File: src/design/assert_macros.svh
// ----------------------------------------------------------------------------
// Assertion macros
// Clocked concurrent assertion helpers, reset-qualified on arst_n.
// ----------------------------------------------------------------------------
`ifndef ASSERT_MACROS_SVH
`define ASSERT_MACROS_SVH

// plain property, checked at every rising clk edge outside reset
`define TMS_ASSERT_CLK(lbl, prop, msg) \
	lbl: assert property (@(posedge clk) disable iff (!arst_n) (prop)) \
		else $error(msg);

// same-cycle implication
`define TMS_ASSERT_IMPLY(lbl, ante, cons, msg) \
	lbl: assert property (@(posedge clk) disable iff (!arst_n) (ante) |-> (cons)) \
		else $error(msg);

`endif

File: src/design/tms_pkg.sv
`timescale 1ns / 1ps
// ----------------------------------------------------------------------------
// tms_pkg
// Types and constants shared by the tip measure sequencer modules.
// ----------------------------------------------------------------------------
package tms_pkg;

	localparam int SAMPLE_W  = 12;
	localparam int TEMP_W    = 16;
	localparam int COUNT_W   = 16;
	localparam int DEV_W     = 12;
	localparam int CFG_W     = 16;
	localparam int CFG_IDX_W = 2;

	// configuration reset values
	localparam logic [COUNT_W-1:0]  CHECK_INTERVAL_RST = 16'd500;
	localparam logic [DEV_W-1:0]    MAX_DEVIATION_RST  = 12'd50;
	localparam logic [SAMPLE_W-1:0] TIP_THRESHOLD_RST  = 12'd4000;
	localparam logic [TEMP_W-1:0]   ERROR_TEMP_RST     = 16'hFFFF;

	// temperature = avg * 100 / 750 + 25, i.e. floor(2 * avg / 15) + 25
	localparam int TEMP_OFFSET = 25;
	localparam int TEMP_DEN    = 15;
	localparam int TEMP_X_W    = SAMPLE_W + 1;
	localparam int TEMP_SHIFT  = TEMP_X_W + $clog2(TEMP_DEN);
	localparam int TEMP_RECIP  = ((1 << TEMP_SHIFT) + TEMP_DEN - 1) / TEMP_DEN;
	localparam int TEMP_RCP_W  = TEMP_X_W + 1;
	localparam int TEMP_Q_W    = 10;

	typedef enum logic [1:0] {
		CMD_HALF_CYCLE = 2'd0,
		CMD_DELAY_TICK = 2'd1,
		CMD_SAMPLE     = 2'd2
	} cmd_t;

	typedef enum logic [1:0] {
		TIP_ABSENT    = 2'd0,
		TIP_PRESENT   = 2'd1,
		TIP_DEV_FAULT = 2'd2
	} tip_status_t;

	typedef enum logic [1:0] {
		TSEL_KEEP  = 2'd0,
		TSEL_NEW   = 2'd1,
		TSEL_ERROR = 2'd2
	} temp_sel_t;

	typedef enum logic [CFG_IDX_W-1:0] {
		REG_CHECK_INTERVAL = 2'd0,
		REG_MAX_DEVIATION  = 2'd1,
		REG_TIP_THRESHOLD  = 2'd2,
		REG_ERROR_TEMP     = 2'd3
	} cfg_reg_t;

	typedef struct packed {
		logic [1:0]          command;
		logic [SAMPLE_W-1:0] sample;
		logic                system_active;
	} tms_in_t;

	typedef struct packed {
		logic [TEMP_W-1:0] tip_temperature;
		logic [1:0]        tip_status;
		logic              heater_allowed;
		logic              clamp_engaged;
		logic              check_drive;
		logic              start_conversion;
		logic              conversion_done;
		logic              run_heater_control;
	} tms_out_t;

	typedef struct packed {
		logic [COUNT_W-1:0]  check_interval_cycles;
		logic [DEV_W-1:0]    max_deviation;
		logic [SAMPLE_W-1:0] tip_present_threshold;
		logic [TEMP_W-1:0]   error_temperature;
	} tms_cfg_t;

	// handoff from the sequencing stage to the temperature stage
	typedef struct packed {
		tip_status_t         tip_status;
		logic                heater_allowed;
		logic                clamp_engaged;
		logic                check_drive;
		logic                start_conversion;
		logic                conversion_done;
		logic                run_heater_control;
		temp_sel_t           temp_sel;
		logic [SAMPLE_W-1:0] avg;
	} tms_s1_t;

endpackage

File: src/design/tms_stream_if.sv
`timescale 1ns / 1ps
// ----------------------------------------------------------------------------
// tms_stream_if
// Valid/ready stream carrying one payload struct per transaction.
// ----------------------------------------------------------------------------
interface tms_stream_if #(
	parameter type T = logic
);
	logic valid;
	logic ready;
	T     data;

	modport source (output valid, output data, input ready);
	modport sink   (input valid, input data, output ready);
endinterface

File: src/design/thermocouple_tip_measure_sequencer.sv
`timescale 1ns / 1ps
// ----------------------------------------------------------------------------
// thermocouple_tip_measure_sequencer
// Sequences tip thermocouple measurement: check counter, delay phases,
// N-sample conversions, tip presence and temperature with deviation check.
// ----------------------------------------------------------------------------
// Usage:
//   events  (sink)  : one transaction per event: AC half cycle, delay timer
//                     tick or ADC sample, plus the system_active flag.
//   results (source): exactly one transaction per event, carrying the
//                     temperature, tip status, pin status and the pulses
//                     caused by that event.
//   cfg_we/cfg_index/cfg_wdata: register writes, only while no transaction
//                     is in flight.
// Path: an accepted event is registered in the sequencing register, then in
//   the temperature/result register, which presents it as a valid result.
// Throughput: one event per cycle while results.ready stays high; the state
//   update, the running sum, min/max and the average multiply are all combinational.
// Reset: pins go to heater allowed, clamp engaged, check off; counters and
//   accumulators clear, temperature reads 0, registers take defaults.
// Stall: with results.ready low the result holds; one more event is taken
//   into the sequencing register, then events.ready drops.
// ----------------------------------------------------------------------------
`include "assert_macros.svh"

module thermocouple_tip_measure_sequencer
	import tms_pkg::*;
#(
	parameter int SAMPLES_PER_CONVERSION = 16
) (
	input  logic                 clk,
	input  logic                 arst_n,
	input  logic                 cfg_we,
	input  logic [CFG_IDX_W-1:0] cfg_index,
	input  logic [CFG_W-1:0]     cfg_wdata,
	tms_stream_if.sink           events,
	tms_stream_if.source         results
);

	tms_cfg_t cfg;
	logic     s1_valid;
	logic     s1_take;
	tms_s1_t  s1;

	tms_cfg_regs u_cfg (
		.clk       (clk),
		.arst_n    (arst_n),
		.cfg_we    (cfg_we),
		.cfg_index (cfg_index),
		.cfg_wdata (cfg_wdata),
		.cfg       (cfg)
	);

	tms_core #(
		.SAMPLES_PER_CONVERSION (SAMPLES_PER_CONVERSION)
	) u_core (
		.clk      (clk),
		.arst_n   (arst_n),
		.events   (events),
		.cfg      (cfg),
		.s1_take  (s1_take),
		.s1_valid (s1_valid),
		.s1       (s1)
	);

	tms_temp_stage u_temp (
		.clk               (clk),
		.arst_n            (arst_n),
		.s1_valid          (s1_valid),
		.s1                (s1),
		.error_temperature (cfg.error_temperature),
		.s1_take           (s1_take),
		.results           (results)
	);

	// the check pin is only driven between the first delay phase and completion
	`TMS_ASSERT_IMPLY(a_check_blocks_heater, results.valid && results.data.check_drive, !results.data.heater_allowed && !results.data.clamp_engaged, "check drive with heater or clamp on")
	`TMS_ASSERT_IMPLY(a_run_needs_good_temp, results.valid && results.data.run_heater_control, results.data.conversion_done && results.data.tip_status == TIP_PRESENT, "heater control request without valid temperature")
	`TMS_ASSERT_IMPLY(a_stall_blocks_input, s1_valid && !s1_take, !events.ready, "input taken while pipeline is full")
	`TMS_ASSERT_CLK(a_pulses_exclusive, !(results.valid && results.data.start_conversion && results.data.conversion_done), "start and done in one transaction")

endmodule

File: src/design/tms_cfg_regs.sv
`timescale 1ns / 1ps
// ----------------------------------------------------------------------------
// tms_cfg_regs
// Configuration register bank written through a plain indexed write port.
// ----------------------------------------------------------------------------
module tms_cfg_regs
	import tms_pkg::*;
(
	input  logic                 clk,
	input  logic                 arst_n,
	input  logic                 cfg_we,
	input  logic [CFG_IDX_W-1:0] cfg_index,
	input  logic [CFG_W-1:0]     cfg_wdata,
	output tms_cfg_t             cfg
);

	tms_cfg_t cfg_q;

	always_ff @(posedge clk or negedge arst_n) begin
		if (!arst_n) begin
			cfg_q.check_interval_cycles <= CHECK_INTERVAL_RST;
			cfg_q.max_deviation         <= MAX_DEVIATION_RST;
			cfg_q.tip_present_threshold <= TIP_THRESHOLD_RST;
			cfg_q.error_temperature     <= ERROR_TEMP_RST;
		end else if (cfg_we) begin
			case (cfg_reg_t'(cfg_index))
				REG_CHECK_INTERVAL: cfg_q.check_interval_cycles <= cfg_wdata[COUNT_W-1:0];
				REG_MAX_DEVIATION:  cfg_q.max_deviation         <= cfg_wdata[DEV_W-1:0];
				REG_TIP_THRESHOLD:  cfg_q.tip_present_threshold <= cfg_wdata[SAMPLE_W-1:0];
				REG_ERROR_TEMP:     cfg_q.error_temperature     <= cfg_wdata[TEMP_W-1:0];
				default: ;
			endcase
		end
	end

	assign cfg = cfg_q;

endmodule

File: src/design/tms_core.sv
`timescale 1ns / 1ps
// ----------------------------------------------------------------------------
// tms_core
// Sequencing state: check counter, delay phases, sample accumulators and
// conversion completion. Registers one handoff per accepted transaction.
// ----------------------------------------------------------------------------
module tms_core
	import tms_pkg::*;
#(
	parameter int SAMPLES_PER_CONVERSION = 16
) (
	input  logic          clk,
	input  logic          arst_n,
	tms_stream_if.sink    events,
	input  tms_cfg_t      cfg,
	input  logic          s1_take,
	output logic          s1_valid,
	output tms_s1_t       s1
);

	localparam int N      = SAMPLES_PER_CONVERSION;
	localparam int IDX_W  = (N > 1) ? $clog2(N) : 1;
	localparam int SUM_W  = $clog2(N * ((1 << SAMPLE_W) - 1) + 1);
	// exact floor(sum / N) by reciprocal multiply for sums below 2**SUM_W
	localparam int DIV_S  = SUM_W + $clog2(N);
	localparam int DIV_M  = ((1 << DIV_S) + N - 1) / N;
	localparam int PROD_W = 2 * SUM_W + 1;
	localparam logic [SUM_W:0]   DIV_M_V = (SUM_W + 1)'(DIV_M);
	localparam logic [IDX_W-1:0] IDX_LAST = IDX_W'(N - 1);

	logic                first_phase_q, first_phase_d;
	logic [COUNT_W-1:0]  half_count_q, half_count_d;
	logic                checking_q, checking_d;
	tip_status_t         presence_q, presence_d;
	logic [SUM_W-1:0]    sum_q, sum_d;
	logic [SAMPLE_W-1:0] min_q, min_d;
	logic [SAMPLE_W-1:0] max_q, max_d;
	logic [IDX_W-1:0]    idx_q, idx_d;
	logic                heater_q, heater_d;
	logic                clamp_q, clamp_d;
	logic                check_q, check_d;

	logic                s1_valid_q;
	tms_s1_t             s1_q, s1_d;

	tms_in_t             item;
	logic                accept;
	logic [SUM_W-1:0]    new_sum;
	logic [SAMPLE_W-1:0] new_min, new_max;
	logic [PROD_W-1:0]   prod;
	logic [SAMPLE_W-1:0] avg;
	logic [SAMPLE_W:0]   upper;
	logic [SAMPLE_W:0]   min_plus_dev;

	assign item         = events.data;
	assign events.ready = !s1_valid_q || s1_take;
	assign accept       = events.valid && events.ready;

	assign new_sum = sum_q + SUM_W'(item.sample);
	assign new_min = (item.sample < min_q) ? item.sample : min_q;
	assign new_max = (item.sample > max_q) ? item.sample : max_q;
	assign prod    = PROD_W'(new_sum) * PROD_W'(DIV_M_V);
	assign avg     = prod[DIV_S +: SAMPLE_W];

	// deviation window without signed math: max > avg+dev, min < avg-dev
	assign upper        = {1'b0, avg} + {1'b0, cfg.max_deviation};
	assign min_plus_dev = {1'b0, new_min} + {1'b0, cfg.max_deviation};

	always_comb begin
		first_phase_d = first_phase_q;
		half_count_d  = half_count_q;
		checking_d    = checking_q;
		presence_d    = presence_q;
		sum_d         = sum_q;
		min_d         = min_q;
		max_d         = max_q;
		idx_d         = idx_q;
		heater_d      = heater_q;
		clamp_d       = clamp_q;
		check_d       = check_q;
		s1_d          = '0;
		s1_d.temp_sel = TSEL_KEEP;
		s1_d.avg      = avg;

		case (cmd_t'(item.command))
			CMD_HALF_CYCLE: begin
				if (half_count_q != '1) begin
					half_count_d = half_count_q + 1'b1;
				end
			end
			CMD_DELAY_TICK: begin
				if (first_phase_q) begin
					first_phase_d = 1'b0;
					heater_d      = 1'b0;
					clamp_d       = 1'b0;
					if (half_count_q > cfg.check_interval_cycles) begin
						checking_d   = 1'b1;
						check_d      = 1'b1;
						half_count_d = '0;
					end
				end else begin
					first_phase_d         = 1'b1;
					s1_d.start_conversion = 1'b1;
					sum_d                 = '0;
					min_d                 = '1;
					max_d                 = '0;
					idx_d                 = '0;
				end
			end
			CMD_SAMPLE: begin
				sum_d = new_sum;
				min_d = new_min;
				max_d = new_max;
				idx_d = idx_q + 1'b1;
				if (idx_q == IDX_LAST) begin
					s1_d.conversion_done = 1'b1;
					heater_d             = 1'b1;
					clamp_d              = 1'b1;
					if (checking_q) begin
						checking_d = 1'b0;
						check_d    = 1'b0;
						presence_d = (avg < cfg.tip_present_threshold) ? TIP_PRESENT
						                                                : TIP_ABSENT;
					end else if (presence_q == TIP_PRESENT) begin
						if ({1'b0, new_max} > upper || min_plus_dev < {1'b0, avg}) begin
							s1_d.temp_sel = TSEL_ERROR;
							presence_d    = TIP_DEV_FAULT;
						end else begin
							s1_d.temp_sel           = TSEL_NEW;
							s1_d.run_heater_control = item.system_active;
						end
					end
					sum_d = '0;
					min_d = '1;
					max_d = '0;
					idx_d = '0;
				end
			end
			default: ;
		endcase

		s1_d.tip_status     = presence_d;
		s1_d.heater_allowed = heater_d;
		s1_d.clamp_engaged  = clamp_d;
		s1_d.check_drive    = check_d;
	end

	always_ff @(posedge clk or negedge arst_n) begin
		if (!arst_n) begin
			first_phase_q <= 1'b1;
			half_count_q  <= '0;
			checking_q    <= 1'b0;
			presence_q    <= TIP_ABSENT;
			sum_q         <= '0;
			min_q         <= '1;
			max_q         <= '0;
			idx_q         <= '0;
			heater_q      <= 1'b1;
			clamp_q       <= 1'b1;
			check_q       <= 1'b0;
		end else if (accept) begin
			first_phase_q <= first_phase_d;
			half_count_q  <= half_count_d;
			checking_q    <= checking_d;
			presence_q    <= presence_d;
			sum_q         <= sum_d;
			min_q         <= min_d;
			max_q         <= max_d;
			idx_q         <= idx_d;
			heater_q      <= heater_d;
			clamp_q       <= clamp_d;
			check_q       <= check_d;
		end
	end

	always_ff @(posedge clk or negedge arst_n) begin
		if (!arst_n) begin
			s1_valid_q <= 1'b0;
		end else if (accept) begin
			s1_valid_q <= 1'b1;
		end else if (s1_take) begin
			s1_valid_q <= 1'b0;
		end
	end

	always_ff @(posedge clk) begin
		if (accept) begin
			s1_q <= s1_d;
		end
	end

	assign s1_valid = s1_valid_q;
	assign s1       = s1_q;

endmodule

File: src/design/tms_temp_stage.sv
`timescale 1ns / 1ps
// ----------------------------------------------------------------------------
// tms_temp_stage
// Converts the conversion average to Celsius and holds the result register.
// ----------------------------------------------------------------------------
module tms_temp_stage
	import tms_pkg::*;
(
	input  logic              clk,
	input  logic              arst_n,
	input  logic              s1_valid,
	input  tms_s1_t           s1,
	input  logic [TEMP_W-1:0] error_temperature,
	output logic              s1_take,
	tms_stream_if.source      results
);

	localparam logic [TEMP_RCP_W-1:0] RECIP_V = TEMP_RCP_W'(TEMP_RECIP);
	localparam int PROD_W = TEMP_X_W + TEMP_RCP_W;

	logic              s2_valid_q;
	tms_out_t          out_s2;
	tms_out_t          out_d;
	logic [TEMP_X_W-1:0] twice_avg;
	logic [PROD_W-1:0] prod;
	logic [TEMP_W-1:0] new_temp;

	assign s1_take = s1_valid && (!s2_valid_q || results.ready);

	// floor(2*avg/15) via reciprocal multiply
	assign twice_avg = {s1.avg, 1'b0};
	assign prod      = PROD_W'(twice_avg) * PROD_W'(RECIP_V);
	assign new_temp  = TEMP_W'(prod[TEMP_SHIFT +: TEMP_Q_W]) + TEMP_W'(TEMP_OFFSET);

	always_comb begin
		out_d.tip_status         = s1.tip_status;
		out_d.heater_allowed     = s1.heater_allowed;
		out_d.clamp_engaged      = s1.clamp_engaged;
		out_d.check_drive        = s1.check_drive;
		out_d.start_conversion   = s1.start_conversion;
		out_d.conversion_done    = s1.conversion_done;
		out_d.run_heater_control = s1.run_heater_control;
		// the result register always holds the latest temperature
		case (s1.temp_sel)
			TSEL_NEW:   out_d.tip_temperature = new_temp;
			TSEL_ERROR: out_d.tip_temperature = error_temperature;
			default:    out_d.tip_temperature = out_s2.tip_temperature;
		endcase
	end

	always_ff @(posedge clk or negedge arst_n) begin
		if (!arst_n) begin
			s2_valid_q <= 1'b0;
			out_s2     <= '0;
		end else begin
			if (s1_take) begin
				s2_valid_q <= 1'b1;
				out_s2     <= out_d;
			end else if (results.ready) begin
				s2_valid_q <= 1'b0;
			end
		end
	end

	assign results.valid = s2_valid_q;
	assign results.data  = out_s2;

endmodule

File: src/flat_wrapper.sv
// flat-port wrapper written by rule: the top's interface ports become plain ports
module thermocouple_tip_measure_sequencer_flat import tms_pkg::*;
#(
	parameter int SAMPLES_PER_CONVERSION = 16
)
  (clk, arst_n, cfg_we, cfg_index, cfg_wdata, events_valid, events_data, events_ready, results_valid, results_data, results_ready);
  tms_stream_if #(.T(tms_in_t)) events_i ();
  tms_stream_if #(.T(tms_out_t)) results_i ();
  input  logic clk;
  input  logic arst_n;
  input  logic cfg_we;
  input  logic [CFG_IDX_W-1:0] cfg_index;
  input  logic [CFG_W-1:0] cfg_wdata;
  input wire logic [$bits(events_i.valid)-1:0] events_valid;
  input wire logic [$bits(events_i.data)-1:0] events_data;
  output wire logic [$bits(events_i.ready)-1:0] events_ready;
  output wire logic [$bits(results_i.valid)-1:0] results_valid;
  output wire logic [$bits(results_i.data)-1:0] results_data;
  input wire logic [$bits(results_i.ready)-1:0] results_ready;
  assign events_i.valid = events_valid;
  assign events_i.data = events_data;
  assign events_ready = events_i.ready;
  assign results_valid = results_i.valid;
  assign results_data = results_i.data;
  assign results_i.ready = results_ready;
  thermocouple_tip_measure_sequencer #(.SAMPLES_PER_CONVERSION(SAMPLES_PER_CONVERSION)) u_core (.clk(clk), .arst_n(arst_n), .cfg_we(cfg_we), .cfg_index(cfg_index), .cfg_wdata(cfg_wdata), .events(events_i), .results(results_i));
endmodule
File: config.mk
export PLATFORM = sky130hd
export DESIGN_NAME = thermocouple_tip_measure_sequencer_flat
export DESIGN_NICKNAME = d
export VERILOG_FILES = /design/src/design/tms_pkg.sv /design/src/design/tms_stream_if.sv /design/src/design/thermocouple_tip_measure_sequencer.sv /design/src/design/tms_cfg_regs.sv /design/src/design/tms_core.sv /design/src/design/tms_temp_stage.sv /design/src/flat_wrapper.sv
export VERILOG_INCLUDE_DIRS = /design/src /design/src/design
export SDC_FILE = /design/constraint.sdc
export NUM_CORES = 1
export LEC_CHECK = 0
export BUFFER_PORTS_ARGS = -buffer_cell sky130_fd_sc_hd__buf_2
export CORE_MARGIN = 2
export CORE_UTILIZATION = 60
export CTS_CLUSTER_DIAMETER = 60
export DETAILED_ROUTE_END_ITERATION = 8
export PLACE_DENSITY = 0.78
export SLEW_MARGIN = 20
export SYNTH_ARGS = -nofsm -noshare
export SYNTH_HDL_FRONTEND = slang
export SYNTH_HIERARCHICAL = 1
export SYNTH_SLANG_ARGS = --single-unit
File: constraint.sdc
create_clock -name clk -period 9.9 [get_ports clk]
set_input_delay 0.99 -clock clk [delete_from_list [all_inputs] [get_ports clk]]
set_output_delay 0.99 -clock clk [all_outputs]
set_load 0.01 [all_outputs]
Word level (Yosys, flattened, before mapping)
Cells that the tools add are included.
W data, S select, Z words.
{ "word_totals": {"output_inout_bits": 26, "reg_bits": 171, "inputBits": 38, "elab_cells": 140} }
{ "op_classes": {"addsub": 6, "n_mul": 1, "n_reduce_logical": 25, "eq_ne": 15, "bitwise_logic": 3, "magnitude_cmp": 6, "n_mux": 50} }
{ "op_table": {"columns": ["op", "n"], "rows": [
  ["$pmux W16 S2", 3],
  ["$mux W16", 5],
  ["$mux W12", 6],
  ["$pmux W12 S2", 2],
  ["$add A12 B12 Y13", 2],
  ["$mul A12 B14 Y26 const B", 1],
  ["$lt A12 B12 Y1", 2],
  ["$mux W1", 18],
  ["$add A16 B1 Y16 const B", 1],
  ["$add A16 B12 Y16", 1],
  ["$gt A16 B16 Y1", 1],
  ["$ne A16 B16 Y1 const B", 1],
  ["$gt A12 B13 Y1", 1],
  ["$lt A13 B12 Y1", 1],
  ["$gt A12 B12 Y1", 1],
  ["$mux W2", 6],
  ["$mux W4", 3],
  ["$reduce_and A2 Y1", 6],
  ["$add A10 B5 Y11 const B", 1],
  ["$ne A2 B2 Y1 const B", 5],
  ["$reduce_and A5 Y1", 2],
  ["$reduce_bool A2 Y1", 5],
  ["$eq A2 B1 Y1 const B", 4],
  ["$eq A2 B2 Y1 const B", 4],
  ["13 further kinds", 24]
]} }

Longest topological paths before layout
{ "depth": {"depth_word": 10, "depth_mapped": 26, "mapped_depth_nobuf": 24} }

Hierarchy
Netlist, hierarchy kept.
{ "modules_own_cells": {"columns": ["module", "instances", "cells_each", "area_per_inst_um2", "seq_area_each_um2"], "rows": [
  ["tms_core", 1, 800, 7462.2, 2381.0],
  ["tms_temp_stage", 1, 326, 3046.7, 625.6],
  ["tms_cfg_regs", 1, 120, 2155.8, 1440.1]
]} }

Least setup slack after synthesis
OpenSTA, ideal clock, no wires.
{ "synth_path": {"path_kind": "input -> register", "startpoint": "input events_data[6]", "endpoint": "register u_core.u_core.s1_q, in the netlist u_core/u_core/s1[20] (data pin)", "required_time_ps": 9644, "slack_ps": 3775, "stages": 22, "n_path_buf": 2, "setup_ps": 256, "arrival_ps": 5869, "cell_sequence": "ha_1 > a21o_1 > a2111oi_0 > o211ai_1 > and2_1 > buf_2 > buf_6 > o21ai_0 > ha_1 > a21o_1 > a21o_1 > a21o_1 > o311a_1 > o311a_1 > o2111a_1 > a311o_1 > ha_1 > a2111oi_0 > o2111ai_1 > o22ai_2 > nand3_1 > a31o_2"} }
{ "synth_between": {"elab_chain_len": 10, "elab_cells_between_ends": 17, "classes_between": "add/sub (3); order compare (5); mux (8); reduce/logical (1)"} }
{ "synth_rtl": {"columns": ["item", "line", "text"], "rows": [
  ["start: declaration", "flat_wrapper.sv:15", "input wire logic [$bits(events_i.data)-1:0] events_data;"],
  ["$lt A12 B12 Y1", "tms_core.sv:60", "assign new_min = (item.sample < min_q) ? item.sample : min_q;"],
  ["$mux W12", "tms_core.sv:60", null],
  ["$add A12 B12 Y13", "tms_core.sv:67", "assign min_plus_dev = {1'b0, new_min} + {1'b0, cfg.max_deviation};"],
  ["$lt A13 B12 Y1", "tms_core.sv:125", "if ({1'b0, new_max} > upper || min_plus_dev < {1'b0, avg}) begin"],
  ["$logic_or A1 B1 Y1", "tms_core.sv:125", null],
  ["$mux W2", "tms_core.sv:125", null],
  ["$mux W2", "tms_core.sv:124", "end else if (presence_q == TIP_PRESENT) begin"],
  ["$mux W2 *", "tms_core.sv:119", "if (checking_q) begin"],
  ["$mux W2 *", "tms_core.sv:115", "if (idx_q == IDX_LAST) begin"],
  ["$mux W2 *", "tms_core.sv:85", "case (cmd_t'(item.command))"],
  ["via u_core.u_core.presence_d[0]", "tms_core.sv:34", "tip_status_t presence_q, presence_d;"],
  ["end signal: assignment", "tms_core.sv:188", "s1_q <= s1_d;"],
  ["end: declaration", "tms_core.sv:44", "tms_s1_t s1_q, s1_d;"]
]} }
The timed path passes the listed nets; every way through them passes the cells marked *.
A chain may end at the register's enable or synchronous reset.

Worst setup path after layout
Ends and elaborated chain as after synthesis.

==> results.md <==
- Min Tclk post-route: 6.525 ns
- NumNets Final: 1538
- Clock latency on the worst-skew pair: 0.44 ns
- Die W: 149.3 um
- DR vias/cell: 6.083
- Post-synthesis mux area share: 0.07301
- Inserted Diodes: 0
- Mapped Cells: 1246
- Most frequent cells in the layout: ha_1, inv_1, dfrtp_1, nand2_1, mux2_2
- Flops & latches, synth: 171
- Die Span Y: 149.3 um
- Rel. slew slack: 0.2881
- Final Wtd Congestion: 0.9239
- Top cell by count, worst path: a21o_1
- Final Skew: 0.01085 ns
- Startpoint Class: primary input
- Post-synthesis compound-gate area fraction: 0.1685
- Crit-path slowest cell: and2_1
- CTS Buf Count: 17
- Simple-Gate Fraction of Synth Area: 0.1100
- I/O pin cnt: 64
- Clock-pin slew on the worst setup and hold paths: 0.07 ns
- Max Slew Vio Count: 0
- Final WL: 29590 um
- CP Data Required Time: 10.09 ns
- Pwr dens: 277.4 nW/um2
- GRT busiest layer: met2
- TritonCTS clock tree: built
- Global-route wire length before repair: 48010 um
- Clock Path Buffers: 2
- Worst Setup End Kind: register
- Max-cap viol count: 0
- R2R cell count: 21
- Adder-Cell Fraction of Synth Area: 0.2129
- H-tree levels: 4
- Post-Syn Nets: 1486
- Slowest stage delay, CP: 0.51 ns
- 1st-iter DRT viols: 609
- Lkg Pwr: 6.592 nW
- Post-synthesis sequential area ratio: 0.3511
- Cell variety after synth: 80
- Worst Setup Path Type: in2reg
- Final hold violation count: 0
- Initial Util: 0.6063
- Grt ovf: 0
- Largest family of logic cells by synthesized area: adder cells
- Hold crit path type: reg2reg
- CP Cell Sequence: buf_2, ha_1, a21o_1, a2111oi_0, o211ai_1, and2_1, o21ai_0, ha_1, a21o_1, a21o_1, a21o_1, o311a_1, o311a_1, o2111a_1, a311o_1, ha_1, a2111oi_0, o2111ai_1, o22ai_2, nand3_1, a31o_2
- Fillers: 1629
- Worst-Margin Slew: 1.064 ns
- CTS root buf: clkbuf_16
- Met1 Use GR: 0.3758
- Resize count post-CTS: 0
- Post-route setup TNS: 0 ns
- Mapped Area: 12660 um2
- Post-Synth XOR/XNOR Area: 0.03102
- Cts hold-fix bufs: 0
- Area grow syn2layout: 8.694%
- Post-synth EDFFs: 22
- DRT Pass-1 Iters: 7
- Final setup viols: 0
- CTS Sinks: 171
- Post-CTS Repair Setup Buffers: 0
- Ys async rst share: 0.8713
- Layout cells sized above 1: 0.1838
- Highest clock rate: 153.3 MHz
- Status: complete, no violations
- Most common cell after layout, fill and taps aside: ha_1
- Mean Syn Cell Area: 10.16 um2
- Period utilization: 0.6591
- # DRC: 0
- Initial antenna violation count: 0
- Via count: 9648
- Largest net degree at the start of global routing: 80
- # rows: 53
- Hold Path Cell Cnt: 2
- Antenna Nets Post-Route: 0
- WHS: 0.4672 ns
- Dpl hpwl: 21920 um
- Ys flop type: dfrtp_1
- M3 GR Usage: 0.05199
- Vias in the first global route: 9406
- Worst EP arrival: 6.72 ns
- Peak supply drop: 0.1665 mV
- Total GRT Usage: 0.2742
- Crit-path max FO: 24
- Average wire per standard cell: 18.65 um
- RSZ-0062 raised after global routing: false
- M2 GR Usage: 0.4482
- Core ar.: 20890 um2
- Area of the die: 22290 um2
- Synth warn: 6
- Port Buffer Count: 63
[metal layers]
metal  up-vias  routed length (um)  share of wire
met2       288               13950           0.47
li1       4628                   -              -
met5         -                   0              0
met4         0                 528          0.018
met1      4692               13340           0.45
met3        40                1768          0.060
[worst max-delay path, delay by kind of cell]
kind | cells | cell delay (ns)
adders and majority gates | 3 | 0.91
and+or+nand+nor | 2 | 0.63
buffers and inverters | 1 | 0.15
AOI/OAI and AO/OA | 15 | 4.03
[synth_stat cells, types with 17 or more instances]
master	number	area (um2)
inv_1	132	495.5
fa_1	21	420.4
nand2_1	78	292.8
xor2_1	17	148.9
o21ai_0	57	285.3
nand4_1	19	118.9
xnor2_1	26	227.7
nor3_1	27	135.1
dfrtp_1	103	2577
a21oi_1	67	335.3
ha_1	181	2265
nor2_1	43	161.4
dfstp_2	46	1209
a21o_1	37	277.8
mux2_2	75	844.6
edfxtp_1	22	660.6
nand3_1	32	160.2
clkbuf_1	19	71.32
a22o_1	22	192.7
[state kept, by name, summed over array words and instances (netlist names)]
signal                       count
u_core/u_core/idx_q              4
u_core/u_core/sum_q             16
u_core/u_core/clamp_q            1
u_core/u_temp/results.valid      1
u_core/u_core/half_count_q      16
u_core/u_core/s1                22
u_core/u_core/checking_q         1
u_core/u_core/min_q             12
u_core/u_core/first_phase_q      1
u_core/u_core/presence_q         2
u_core/u_temp/results.data      24
u_core/u_cfg/cfg                56
u_core/u_core/s1_valid           1
u_core/u_core/heater_q           1
u_core/u_core/check_q            1
u_core/u_core/max_q             12
[power by group]
group / leakage, nW / internal (W) / switching (W) / total [W]
clock network: 0.282 / 0.000380 / 0.000305 / 0.000684
registers: 1.93 / 0.000892 / 0.000128 / 0.00102
logic: 4.38 / 0.000903 / 0.00121 / 0.00211
[kinds of logic (layout without fill, tap and decap cells)]
family | Yosys count | count (layout)
xor+xnor | 44 | 44
fa+ha+maj | 203 | 203
mux | 83 | 83
simple gates | 274 | 274
compound gates | 306 | 306
flops | 171 | 171
buf+inv | 165 | 230
[area by class of cell]
type | instances | area (um2) | share of cell area
clock buffer | 19 | 432.9 | 0.03145
multi-input combinational | 910 | 7547 | 0.5483
sequential | 171 | 4447 | 0.3230
inverter | 133 | 499.2 | 0.03627
clock inverter | 13 | 158.9 | 0.01154
tap | 275 | 344.1 | 0.02500
timing repair buffer | 65 | 336.6 | 0.02445
[worst paths after layout]
check                                                           startpoint                                          to  slack (ns)
min in group asynchronous                                           arst_n          u_core/u_core/sum_q[0]$_DFFE_PN0P_        0.59
worst max register to register          u_core/u_core/min_q[5]$_DFFE_PN1P_              u_core/u_core/s1[20]$_DFFE_PP_        3.53
max in group asynchronous                                           arst_n            u_core/u_cfg/cfg[36]$_DFFE_PN0P_        7.91
worst min-delay path            u_core/u_temp/results.data[23]$_DFFE_PN0P_  u_core/u_temp/results.data[23]$_DFFE_PN0P_        0.47
worst min register to register  u_core/u_temp/results.data[23]$_DFFE_PN0P_  u_core/u_temp/results.data[23]$_DFFE_PN0P_        0.47
worst max-delay path                                        events_data[6]              u_core/u_core/s1[20]$_DFFE_PP_        3.37
[metrics by stage]
stage	area [um2]	cells	utilization	total power [W]	setup WS, ns
2_1_floorplan	12660	1246	-	0.002566	3.775
3_3_place_gp	13170	1554	0.6304	0.003026	3.179
3_5_place_dp	13170	1554	0.6304	0.003094	2.955
4_1_cts	13760	1586	0.6587	0.003800	3.438
5_1_grt	13770	1586	0.6590	0.004131	3.033
6_report	13770	1586	0.6590	0.003819	3.375
No activity file was read; power rests on OpenSTA's default activity.
